===== src/sv/ras_pkg.sv =====
// ----------------------------------------------------------------------------
// ras_pkg
// shared types and constants of the rans alias symbol encoder
// ----------------------------------------------------------------------------
package ras_pkg;

  localparam int Alphabet   = 256;
  localparam int TableSlots = 4096;
  localparam int SymW       = 8;
  localparam int SlotW      = 12;
  localparam int FreqW      = 13;
  localparam int StateW     = 32;
  localparam int OutBits    = 16;
  localparam int PrecBits   = 12;
  localparam int RenormSh   = 20;
  localparam logic [StateW-1:0] InitStateRst = 32'd1245184;

  typedef enum logic [2:0] {
    OP_LOAD_COUNT = 3'd0,
    OP_LOAD_ALIAS = 3'd1,
    OP_BUILD      = 3'd2,
    OP_ENCODE     = 3'd3,
    OP_RESET_ST   = 3'd4
  } op_t;

  typedef enum logic [1:0] {
    ST_OK       = 2'd0,
    ST_BAD_SUM  = 2'd1,
    ST_ZERO_SYM = 2'd2
  } status_t;

  // divider start / done exchange
  typedef struct packed {
    logic              start;
    logic [StateW-1:0] dividend;
    logic [FreqW-1:0]  divisor;
  } div_req_t;

  typedef struct packed {
    logic              done;
    logic [StateW-1:0] quot;
    logic [FreqW-1:0]  rem;
  } div_rsp_t;

endpackage


===== src/sv/ras_divider.sv =====
// ----------------------------------------------------------------------------
// ras_divider
// radix-2 restoring divider, one quotient bit per cycle
// ----------------------------------------------------------------------------
module ras_divider import ras_pkg::*; (
  input  logic     clk,
  input  logic     rst,
  input  div_req_t req,
  output div_rsp_t rsp
);

  localparam int CntW = $clog2(StateW + 1);

  logic [StateW-1:0] quot;
  logic [FreqW:0]    rem;
  logic [FreqW-1:0]  dvs;
  logic [CntW-1:0]   cnt;
  logic              busy;
  logic              done;

  logic [FreqW+1:0] trial;
  assign trial = {rem, quot[StateW-1]} - {2'b00, dvs};

  // shift one dividend bit into the partial remainder per cycle
  always_ff @(posedge clk) begin
    if (rst) begin
      busy <= 1'b0;
      done <= 1'b0;
      cnt  <= '0;
    end else begin
      done <= 1'b0;
      if (req.start) begin
        busy <= 1'b1;
        cnt  <= CntW'(StateW);
        quot <= req.dividend;
        rem  <= '0;
        dvs  <= req.divisor;
      end else if (busy) begin
        if (!trial[FreqW+1]) begin
          rem <= trial[FreqW:0];
          quot <= {quot[StateW-2:0], 1'b1};
        end else begin
          rem <= {rem[FreqW-1:0], quot[StateW-1]};
          quot <= {quot[StateW-2:0], 1'b0};
        end
        cnt <= cnt - 1'b1;
        if (cnt == CntW'(1)) begin
          busy <= 1'b0;
          done <= 1'b1;
        end
      end
    end
  end

  assign rsp.done = done;
  assign rsp.quot = quot;
  assign rsp.rem  = rem[FreqW-1:0];

endmodule


===== config.mk =====
export PLATFORM = sky130hd
export DESIGN_NAME = ras_divider
export DESIGN_NICKNAME = d
export VERILOG_FILES = /design/src/sv/ras_pkg.sv /design/src/sv/ras_divider.sv
export SDC_FILE = /design/constraint.sdc
export NUM_CORES = 1
export LEC_CHECK = 0
export BUFFER_PORTS_ARGS = -buffer_cell sky130_fd_sc_hd__buf_2
export CAP_MARGIN = 5
export CORE_MARGIN = 1.5
export CORE_UTILIZATION = 57
export CTS_CLUSTER_DIAMETER = 50
export DETAILED_ROUTE_END_ITERATION = 16
export PLACE_DENSITY = 0.88
export SLEW_MARGIN = 20
export SYNTH_ARGS = -nofsm -noshare
export SYNTH_HDL_FRONTEND = slang
export SYNTH_SLANG_ARGS = --single-unit

===== constraint.sdc =====
create_clock -name clk -period 8.8 [get_ports clk]
set_input_delay 2.2 -clock clk [delete_from_list [all_inputs] [get_ports clk]]
set_output_delay 2.2 -clock clk [all_outputs]
set_load 0.02 [all_outputs]

# --- Word level (Yosys, flattened, before mapping) ---
# Index checks and enable logic that the tools add are counted.
# Widths: inputs -> output; s select.
word_totals:
  out_inout_bits: 46
  reg_bits: 67
  input_bits: 48
  elab_cells: 28
classes:
  n_reduce_logical: 5
  bitwise_logic: 2
  n_eq_ne: 1
  muxes: 11
  addsub: 2
op_table:
  columns: ["op", "n"]
  rows:
  - ["$mux 32", 2]
  - ["$mux 14", 2]
  - ["$sub 15x13->15", 1]
  - ["$mux 6", 2]
  - ["$eq 6x1->1 const B", 1]
  - ["$sub 6x1->6 const B", 1]
  - ["$mux 1", 5]
  - ["$reduce_and 2->1", 2]
  - ["$reduce_or 3->1", 1]
  - ["$not 1->1", 2]
  - ["$reduce_bool 2->1", 1]
  - ["$reduce_or 2->1", 1]

# --- Depth between registers and ports, before layout ---
# Gate-level depths: netlist of the first run.
depth:
  ltp_word: 4
  mapped_depth: 11

# --- Worst setup path before layout of the first run ---
# OpenSTA, ideal clock, no wires.
synth_path:
  path_kind: "input -> register"
  startpoint: "input port req[45] (netlist name)"
  endpoint: "register quot[0], enable pin"
  path_stages: 4
  arrival_time_ns: 4.671
  setup_slack_ns: 3.679
  path_cell_list: "clkbuf_1 clkbuf_1 nor2_1 nor2_1"
synth_between:
  elab_chain_cells: 2
synth_lines:
  columns: ["element", "line", "source"]
  rows:
  - ["start: declaration", "ras_divider.sv:8", "input div_req_t req,"]
  - ["$reduce_bool 2->1 (no line)", null, null]
  - ["$reduce_and 2->1 (no line)", null, null]
  - ["end signal: assignment", "ras_divider.sv:35", "quot <= req.dividend;"]
  - ["end signal: assignment", "ras_divider.sv:41", "quot <= {quot[StateW-2:0], 1'b1};"]
  - ["end signal: assignment", "ras_divider.sv:44", "quot <= {quot[StateW-2:0], 1'b0};"]
  - ["end: declaration", "ras_divider.sv:14", "logic [StateW-1:0] quot;"]
# No other way between the ends.
# A chain may end at the register's enable or synchronous reset.

# --- Final worst setup path of the first run ---
layout_path:
  startpoint: "input port req[45] (netlist name)"
  endpoint: "register rem[13], enable pin"
layout_between:
  elab_chain_cells: 2
layout_lines:
  columns: ["element", "line", "source"]
  rows:
  - ["$reduce_bool 2->1 (no line)", null, null]
  - ["$reduce_and 2->1 (no line)", null, null]
  - ["end signal: assignment", "ras_divider.sv:40", "rem <= trial[FreqW:0];"]
  - ["end signal: assignment", "ras_divider.sv:43", "rem <= {rem[FreqW-1:0], quot[StateW-1]};"]
  - ["end: declaration", "ras_divider.sv:15", "logic [FreqW:0] rem;"]
# No other way between the ends.

==> load_flow_metrics.sql, run 1 <==
INSERT INTO impl_metrics (metric_group, metric, value, unit) VALUES
('run', 'max_cap_violations', '0', ''),
('synth', 'ys_seq_elements', '67', ''),
('cts', 'clk_root_buffer_cell', 'sky130_fd_sc_hd__clkbuf_8', ''),
('detailed_routing', 'drt-initial-drc-count', '134', ''),
('cts', 'cts_buffers', '9', ''),
('place', 'postPlaceCellArea', '4010', 'um^2'),
('timing', 'worst_clock_skew', '8.09', 'ps'),
('cts', 'tritoncts_num_sinks', '67', ''),
('grt', 'grt_first_pass_wirelength', '11700', 'um'),
('floorplan', 'die_h', '82.3', 'um'),
('place', 'port_buffers', '93', ''),
('floorplan', 'design.portCount', '94', ''),
('synth', 'synth.yosys.seq_area_share', '53.9', '%'),
('timing', 'period_share', '45.5', '%'),
('grt', 'first_global_vias', '2476', ''),
('worst_setup_path', 'critPathRequiredTime', '8790', 'ps'),
('detailed_routing', 'wl_per_cell', '16.7', 'um'),
('cts', 'ctsLongestPathBuffers', '2', ''),
('grt', 'grt_max_degree', '52', ''),
('timing', 'slew_headroom', '34.0', '%'),
('status', 'run_status', 'finished clean', ''),
('timing', 'fmax', '250', 'MHz'),
('floorplan', 'die_ar', '6770', 'um^2'),
('detailed_routing', 'dr.pass1.iters', '5', ''),
('grt', 'grt.overflow.total', '0', ''),
('detailed_routing', 'route.final.wire_length', '7570', 'um'),
('power_and_ir_drop', 'design_power_total', '0.000935', 'W'),
('worst_hold_path', 'worstHoldPathType', 'flop to flop', ''),
('synth', 'synthCells', '289', ''),
('worst_setup_path', 'worst_setup_path_end_kind', 'flop', ''),
('detailed_routing', 'vias_per_cell', '5.62', ''),
('floorplan', 'floorplan.die.width', '82.3', 'um'),
('place', 'gp_congestion', '0.818', ''),
('final_layout', 'drive_gt1_share', '39.9', '%'),
('timing', 'report.final.hold_viol_count', '0', ''),
('cts', 'clock_tree.htree_level_count', '3', ''),
('timing', 'final.setup.tns', '0', 'ps'),
('power_and_ir_drop', 'vdd_ir_drop_max', '0.185', 'mV'),
('cts', 'cts.repair_timing.setup_buffer_count', '0', ''),
('cts', 'number_of_buffers_inserted_by_hold_repair_at_cts', '0', ''),
('cts', 'insertion_delay', '350', 'ps'),
('timing', 'final_max_slew_viols', '0', ''),
('power_and_ir_drop', 'p_leak', '1.83', 'nW'),
('timing', 'worst_slew_pin_slew', '990', 'ps'),
('detailed_routing', 'drcViolationCount', '0', ''),
('final_layout', 'antenna-diode-count', '0', ''),
('cts', 'cts.reportedPaths.clkPinSlew', '70', 'ps'),
('place', 'detailedPlacementHpwl', '5110', 'um'),
('grt', 'antenna_found_initial', '0', ''),
('synth', 'syn_avg_cell_area', '12.4', 'um^2'),
('synth', 'yosysWarnings', '0', ''),
('power_and_ir_drop', 'cellPowerDensity', '219', 'nW/um^2'),
('floorplan', 'floorplan.core_area', '5990', 'um^2'),
('grt', 'globalRouteTotalUtil', '23.9', '%'),
('timing', 'rsz_0062_raised_after_global_routing', 'no', ''),
('cts', 'cts.repair.resized', '0', ''),
('worst_setup_path', 'timing_worst_setup_path_type', 'input pin to flop', ''),
('floorplan', 'floorplan.initialDensity', '59.8', '%'),
('worst_setup_path', 'crit_fanout', '51', ''),
('floorplan', 'placementRows', '28', ''),
('final_layout', 'nNetsFinal', '437', ''),
('timing', 'report.final.setup_viol', '0', ''),
('synth', 'mappedNetlistArea', '3580', 'um^2'),
('timing', 'period_needed', '4010', 'ps'),
('synth', 'synth_nets', '353', ''),
('final_layout', 'final_area', '4280', 'um^2'),
('detailed_routing', 'dr_total_vias', '2547', ''),
('cts', 'cts_tree', 'done', ''),
('worst_setup_path', 'worstPathArrival', '4000', 'ps'),
('detailed_routing', 'postRouteAntennaNets', '0', ''),
('final_layout', 'areaGrowthSynthToFinish', '19.4', '%'),
('synth', 'synthDistinctLibCells', '44', ''),
('worst_setup_path', 'critPathLaunchType', 'input pin', '');
==> stage by stage <==
stage	worst slack [ps]	hold WS [ps]	utilization [%]	std cells
2_1_floorplan	3680	467	-	289
3_3_place_gp	4490	482	67.0	437
3_5_place_dp	4420	512	67.0	437
4_1_cts	4790	540	71.4	453
5_1_grt	4650	570	71.4	453
6_report	4790	538	71.4	453
==> power by group <==
| group | total, W | switching (W) | internal [W] |
|---|---|---|---|
| logic | 0.000203 | 0.000115 | 0.0000882 |
| clock network | 0.000340 | 0.000122 | 0.000218 |
| registers | 0.000393 | 0.0000157 | 0.000377 |
| total | 0.000935 | 0.000252 | 0.000683 |
==> cell families (layout without fill, tap and decap cells) <==
| logic type | Yosys count | in the layout | share of synthesized area [%] |
|---|---|---|---|
| AOI/OAI and AO/OA | 41 | 41 | 8.34 |
| adders and majority gates | 16 | 16 | 5.80 |
| DFF | 67 | 67 | 53.9 |
| and+or+nand+nor | 69 | 69 | 9.53 |
| xor gates and xnor gates | 13 | 13 | 3.18 |
| muxes | 43 | 43 | 13.1 |
| buffers and inverters | 40 | 129 | 6.14 |
==> cells in the final DEF, fill, tap and decap left out, types with 5 or more instances in the layout <==
cell type	instances
sky130_fd_sc_hd__o21ai_0	5
sky130_fd_sc_hd__mux2i_1	12
sky130_fd_sc_hd__clkbuf_8	9
sky130_fd_sc_hd__buf_2	93
sky130_fd_sc_hd__nand2_1	9
sky130_fd_sc_hd__a21oi_1	13
sky130_fd_sc_hd__edfxtp_1	59
sky130_fd_sc_hd__dfxtp_1	8
sky130_fd_sc_hd__ha_1	15
sky130_fd_sc_hd__nand3_1	5
sky130_fd_sc_hd__nor2_1	29
sky130_fd_sc_hd__nor3_1	5
sky130_fd_sc_hd__inv_1	18
sky130_fd_sc_hd__xnor2_1	10
sky130_fd_sc_hd__mux2_2	31
==> sequential cells by signal, summed over array words and instances, names as in the netlist <==
register,cells
busy,1
cnt,6
done,1
dvs,13
quot,32
rem,14
==> cell usage after synthesis (all sizes together) <==
| library cell | instances | area share, % |
|---|---|---|
| dfxtp | 8 | 4.5 |
| clkbuf | 4 | 0.45 |
| nor2b | 3 | 0.52 |
| nand2b | 3 | 0.52 |
| a311oi | 1 | 0.24 |
| ha | 15 | 5.2 |
| nor3 | 5 | 0.70 |
| inv | 18 | 1.9 |
| a21oi | 14 | 2.1 |
| mux2 | 31 | 9.7 |
| and3 | 4 | 0.73 |
| nand3b | 1 | 0.21 |
| o41ai | 2 | 0.49 |
| mux2i | 12 | 3.4 |
| xor2 | 3 | 0.73 |
| o211ai | 1 | 0.35 |
| xnor2 | 10 | 2.4 |
| nand3 | 6 | 0.98 |
| o32a | 1 | 0.28 |
| o211a | 1 | 0.49 |
| o31a | 2 | 0.49 |
| or2 | 2 | 0.35 |
| fa | 1 | 0.56 |
| edfxtp | 59 | 49 |
| a211oi | 3 | 0.77 |
| buf | 18 | 3.8 |
| o311a | 1 | 0.59 |
| o21ai | 8 | 1.1 |
| or3 | 4 | 0.70 |
| and2 | 1 | 0.17 |
| nor2 | 30 | 3.1 |
| a21o | 4 | 0.84 |
| nand2 | 10 | 1.5 |
| o21a | 3 | 0.63 |
==> metal layers <==
metal	part of all wire, %	up-vias	wire length [um]	track usage (%)
li1	-	1206	-	-
met1	41	1209	3130	30.1
met2	48	115	3620	37.3
met3	8.2	17	617	7.47
met4	2.6	0	199	11.5
met5	0	-	0	0
==> final timing paths <==
check / startpoint / end / slack (ps) / depth (start not counted)
worst max-delay path: req[45] / rem[13] / 4790 / 4
worst min-delay path: cnt[0] / cnt[0] / 540 / 2
worst max register to register: quot[31] / rem[13] / 6060 / 10
worst min register to register: cnt[0] / cnt[0] / 540 / 2
==> critical path: stages <==
cell and delay, ps:
sky130_fd_sc_hd__buf_2 720, sky130_fd_sc_hd__nor2_1 230, sky130_fd_sc_hd__nor2_4 350, sky130_fd_sc_hd__buf_4 470
==> cell type report <==
class,count,area (um^2)
Sequential cell,67,1930
Fill cell,390,1710
Tap cell,75,93.8
Timing Repair Buffer,95,480
Clock buffer,10,128
Multi-Input combinational cell,182,1440
Inverter,18,67.6
Clock inverter,6,138
Power figures use the tool's default switching activity.
==> run 2: changes to the inputs <==
--- a/config.mk
+++ b/config.mk
@@ -8,10 +8,10 @@
 export BUFFER_PORTS_ARGS = -buffer_cell sky130_fd_sc_hd__buf_2
 export CAP_MARGIN = 5
 export CORE_MARGIN = 1.5
-export CORE_UTILIZATION = 57
+export CORE_UTILIZATION = 53
 export CTS_CLUSTER_DIAMETER = 50
 export DETAILED_ROUTE_END_ITERATION = 16
-export PLACE_DENSITY = 0.88
+export PLACE_DENSITY = 0.83
 export SLEW_MARGIN = 20
 export SYNTH_ARGS = -nofsm -noshare
 export SYNTH_HDL_FRONTEND = slang
==> constraint.sdc (replaced) <==
create_clock -name clk -period 3.75 [get_ports clk]
set_input_delay 0.9375 -clock clk [delete_from_list [all_inputs] [get_ports clk]]
set_output_delay 0.9375 -clock clk [all_outputs]
set_load 0.02 [all_outputs]
==> run 2 against run 1 <==
Net effect: the run now ends with design-rule violations left; register-to-register slack worse by 4900 ps; first-iteration DRC count shrank 16%; critical path depth is 6 higher; combinational power is 130% higher; global-route usage decreased by 2.4 points; critical path type is now flop to flop; sequential share of layout area rose by 0.51 points; total power is 120% higher; cell area fell by 1.1%; sequential cell count stayed put; worst hold slack got worse by 40 ps; worst setup slack lost 3700 ps; clock power is 89% higher.
==> load_flow_metrics.sql, run 2 (synthesized netlist as in run 1, its figures left out) <==
INSERT INTO impl_metrics (metric_group, metric, value, unit) VALUES
('worst_setup_path', 'worst_setup_path_end_kind', 'flop', ''),
('worst_setup_path', 'worst_setup_path_startpoint', 'quot[31]', ''),
('timing', 'report.final.hold_viol_count', '0', ''),
('final_layout', 'areaGrowthSynthToFinish', '18.1', '%'),
('grt', 'grt_first_pass_wirelength', '11800', 'um'),
('detailed_routing', 'drt-initial-drc-count', '112', ''),
('grt', 'grt.overflow.total', '0', ''),
('power_and_ir_drop', 'cellPowerDensity', '482', 'nW/um^2'),
('place', 'detailedPlacementHpwl', '5070', 'um'),
('cts', 'cts_tree', 'done', ''),
('floorplan', 'design.portCount', '94', ''),
('timing', 'final.setup.tns', '0', 'ps'),
('place', 'port_buffers', '93', ''),
('worst_setup_path', 'timing_worst_setup_path_type', 'flop to flop', ''),
('final_layout', 'mostFrequentLayoutCell', 'sky130_fd_sc_hd__buf_2', ''),
('timing', 'final_max_slew_viols', '0', ''),
('timing', 'rsz_0062_raised_after_global_routing', 'no', ''),
('final_layout', 'nNetsFinal', '438', ''),
('final_layout', 'layout.core_utilization', '65.5', '%'),
('place', 'postPlaceCellArea', '4020', 'um^2'),
('grt', 'globalRouteTotalUtil', '21.4', '%'),
('run', 'max_cap_violations', '0', ''),
('worst_setup_path', 'critPathRequiredTime', '3950', 'ps'),
('grt', 'antenna_found_initial', '0', ''),
('cts', 'clock_tree.htree_level_count', '3', ''),
('worst_setup_path', 'crit_path_end', 'rem[13]', ''),
('cts', 'ctsLongestPathBuffers', '2', ''),
('worst_setup_path', 'ff2ff_path_depth', '10', ''),
('timing', 'period_needed', '2620', 'ps'),
('detailed_routing', 'wl_per_cell', '15.9', 'um'),
('detailed_routing', 'postRouteAntennaNets', '0', ''),
('detailed_routing', 'route.final.wire_length', '7260', 'um'),
('final_layout', 'drive_gt1_share', '39.6', '%'),
('power_and_ir_drop', 'design_power_total', '0.00204', 'W'),
('final_layout', 'biggestRegsByFlops', 'quot (32), rem (14), dvs (13)', ''),
('cts', 'number_of_buffers_inserted_by_hold_repair_at_cts', '0', ''),
('timing', 'slew_headroom', '58.7', '%'),
('place', 'gp_congestion', '0.832', ''),
('cts', 'insertion_delay', '350', 'ps'),
('power_and_ir_drop', 'vdd_ir_drop_max', '0.362', 'mV'),
('detailed_routing', 'vias_per_cell', '5.42', ''),
('worst_setup_path', 'reg2reg_slack', '1130', 'ps'),
('cts', 'tritoncts_num_sinks', '67', ''),
('status', 'failed_checks', 'design-rule violations', ''),
('worst_setup_path', 'reg2reg_to', 'rem[13]', ''),
('floorplan', 'floorplan.core_area', '6460', 'um^2'),
('timing', 'fmax', '382', 'MHz'),
('timing', 'report.final.setup_viol', '0', ''),
('worst_hold_path', 'worstHoldPathType', 'flop to flop', ''),
('worst_setup_path', 'critPathLaunchType', 'flop', ''),
('grt', 'grt_max_degree', '47', ''),
('floorplan', 'floorplan.initialDensity', '55.5', '%'),
('detailed_routing', 'drcViolationCount', '2', ''),
('final_layout', 'final_area', '4230', 'um^2'),
('floorplan', 'placementRows', '29', ''),
('cts', 'cts_buffers', '9', ''),
('timing', 'worst_slew_pin_slew', '620', 'ps'),
('detailed_routing', 'dr_total_vias', '2473', ''),
('timing', 'period_share', '69.8', '%'),
('floorplan', 'die_h', '85.2', 'um'),
('grt', 'first_global_vias', '2522', ''),
('worst_setup_path', 'critical_path.reg2reg.startpoint', 'quot[31]', ''),
('detailed_routing', 'dr.pass1.iters', '10', ''),
('cts', 'cts.repair.resized', '0', ''),
('final_layout', 'antenna-diode-count', '0', ''),
('cts', 'cts.reportedPaths.clkPinSlew', '80', 'ps'),
('final_layout', 'layout.cells.most_common_list', 'sky130_fd_sc_hd__buf_2 (93), sky130_fd_sc_hd__edfxtp_1 (59), sky130_fd_sc_hd__mux2_2 (31), sky130_fd_sc_hd__nor2_1 (29), sky130_fd_sc_hd__inv_1 (18)', ''),
('power_and_ir_drop', 'p_leak', '1.81', 'nW'),
('cts', 'clk_root_buffer_cell', 'sky130_fd_sc_hd__clkbuf_8', ''),
('floorplan', 'die_ar', '7260', 'um^2'),
('floorplan', 'floorplan.die.width', '85.2', 'um'),
('timing', 'worst_clock_skew', '16.1', 'ps'),
('cts', 'cts.repair_timing.setup_buffer_count', '0', ''),
('worst_setup_path', 'crit_fanout', '16', ''),
('place', 'placed_cells_incl_taps', '440', ''),
('final_layout', 'largest-register', 'quot', ''),
('final_layout', 'largest_reg_flops', '32', ''),
('status', 'run_status', 'finished with violations', ''),
('worst_setup_path', 'worstPathArrival', '2820', 'ps'),
('final_layout', 'instances_no_fill', '456', '');
==> run 2: report_power, final <==
group	internal [W]	switching, W
Clock	0.000369	0.000274
Sequential	0.000885	0.0000342
Combinational	0.000208	0.000268
Total	0.00146	0.000576
==> run 2: worst max-delay path, stage by stage, from the launching register on <==
cell and delay [ps]:
sky130_fd_sc_hd__edfxtp_1 360, sky130_fd_sc_hd__inv_1 50, sky130_fd_sc_hd__ha_1 220, sky130_fd_sc_hd__fa_1 410, sky130_fd_sc_hd__nand2b_1 190, sky130_fd_sc_hd__a21oi_2 170
sky130_fd_sc_hd__o311a_4 230, sky130_fd_sc_hd__o211a_4 210, sky130_fd_sc_hd__nand2_8 120, sky130_fd_sc_hd__or3_1 370, sky130_fd_sc_hd__a21oi_1 160
==> run 2: cell type report <==
| class | count | area [um^2] |
|---|---|---|
| clock buffer | 10 | 128 |
| timing repair buffer | 96 | 488 |
| fill | 505 | 2230 |
| inverter | 18 | 67.6 |
| multi-input combinational | 182 | 1440 |
| tap | 77 | 96.3 |
| clock inverter | 6 | 80.1 |
| sequential | 67 | 1930 |
==> run 2: stage by stage <==
stage | setup WS (ps) | hold WS (ps)
3_5_place_dp | 1030 | 495
4_1_cts | 1110 | 503
5_1_grt | 1000 | 547
3_3_place_gp | 1160 | 482
6_report | 1130 | 498
2_1_floorplan | 650 | 467
==> run 2: worst min-delay path by stage <==
stage / start / end / depth (start not counted) / slack [ps]
floorplan: cnt[0] / cnt[0] / 2 / 470
global placement: cnt[1] / cnt[1] / 2 / 480
detailed placement: cnt[1] / cnt[1] / 2 / 490
finish: cnt[1] / cnt[1] / 2 / 500
global route: cnt[0] / cnt[0] / 2 / 550
CTS: cnt[1] / cnt[1] / 2 / 500
==> run 2: layer usage <==
metal | track usage (%) | share of wire [%]
met3 | 7.10 | 7.6
met1 | 25.8 | 42
met4 | 10.4 | 1.8
met5 | 0 | 0
met2 | 34.8 | 49
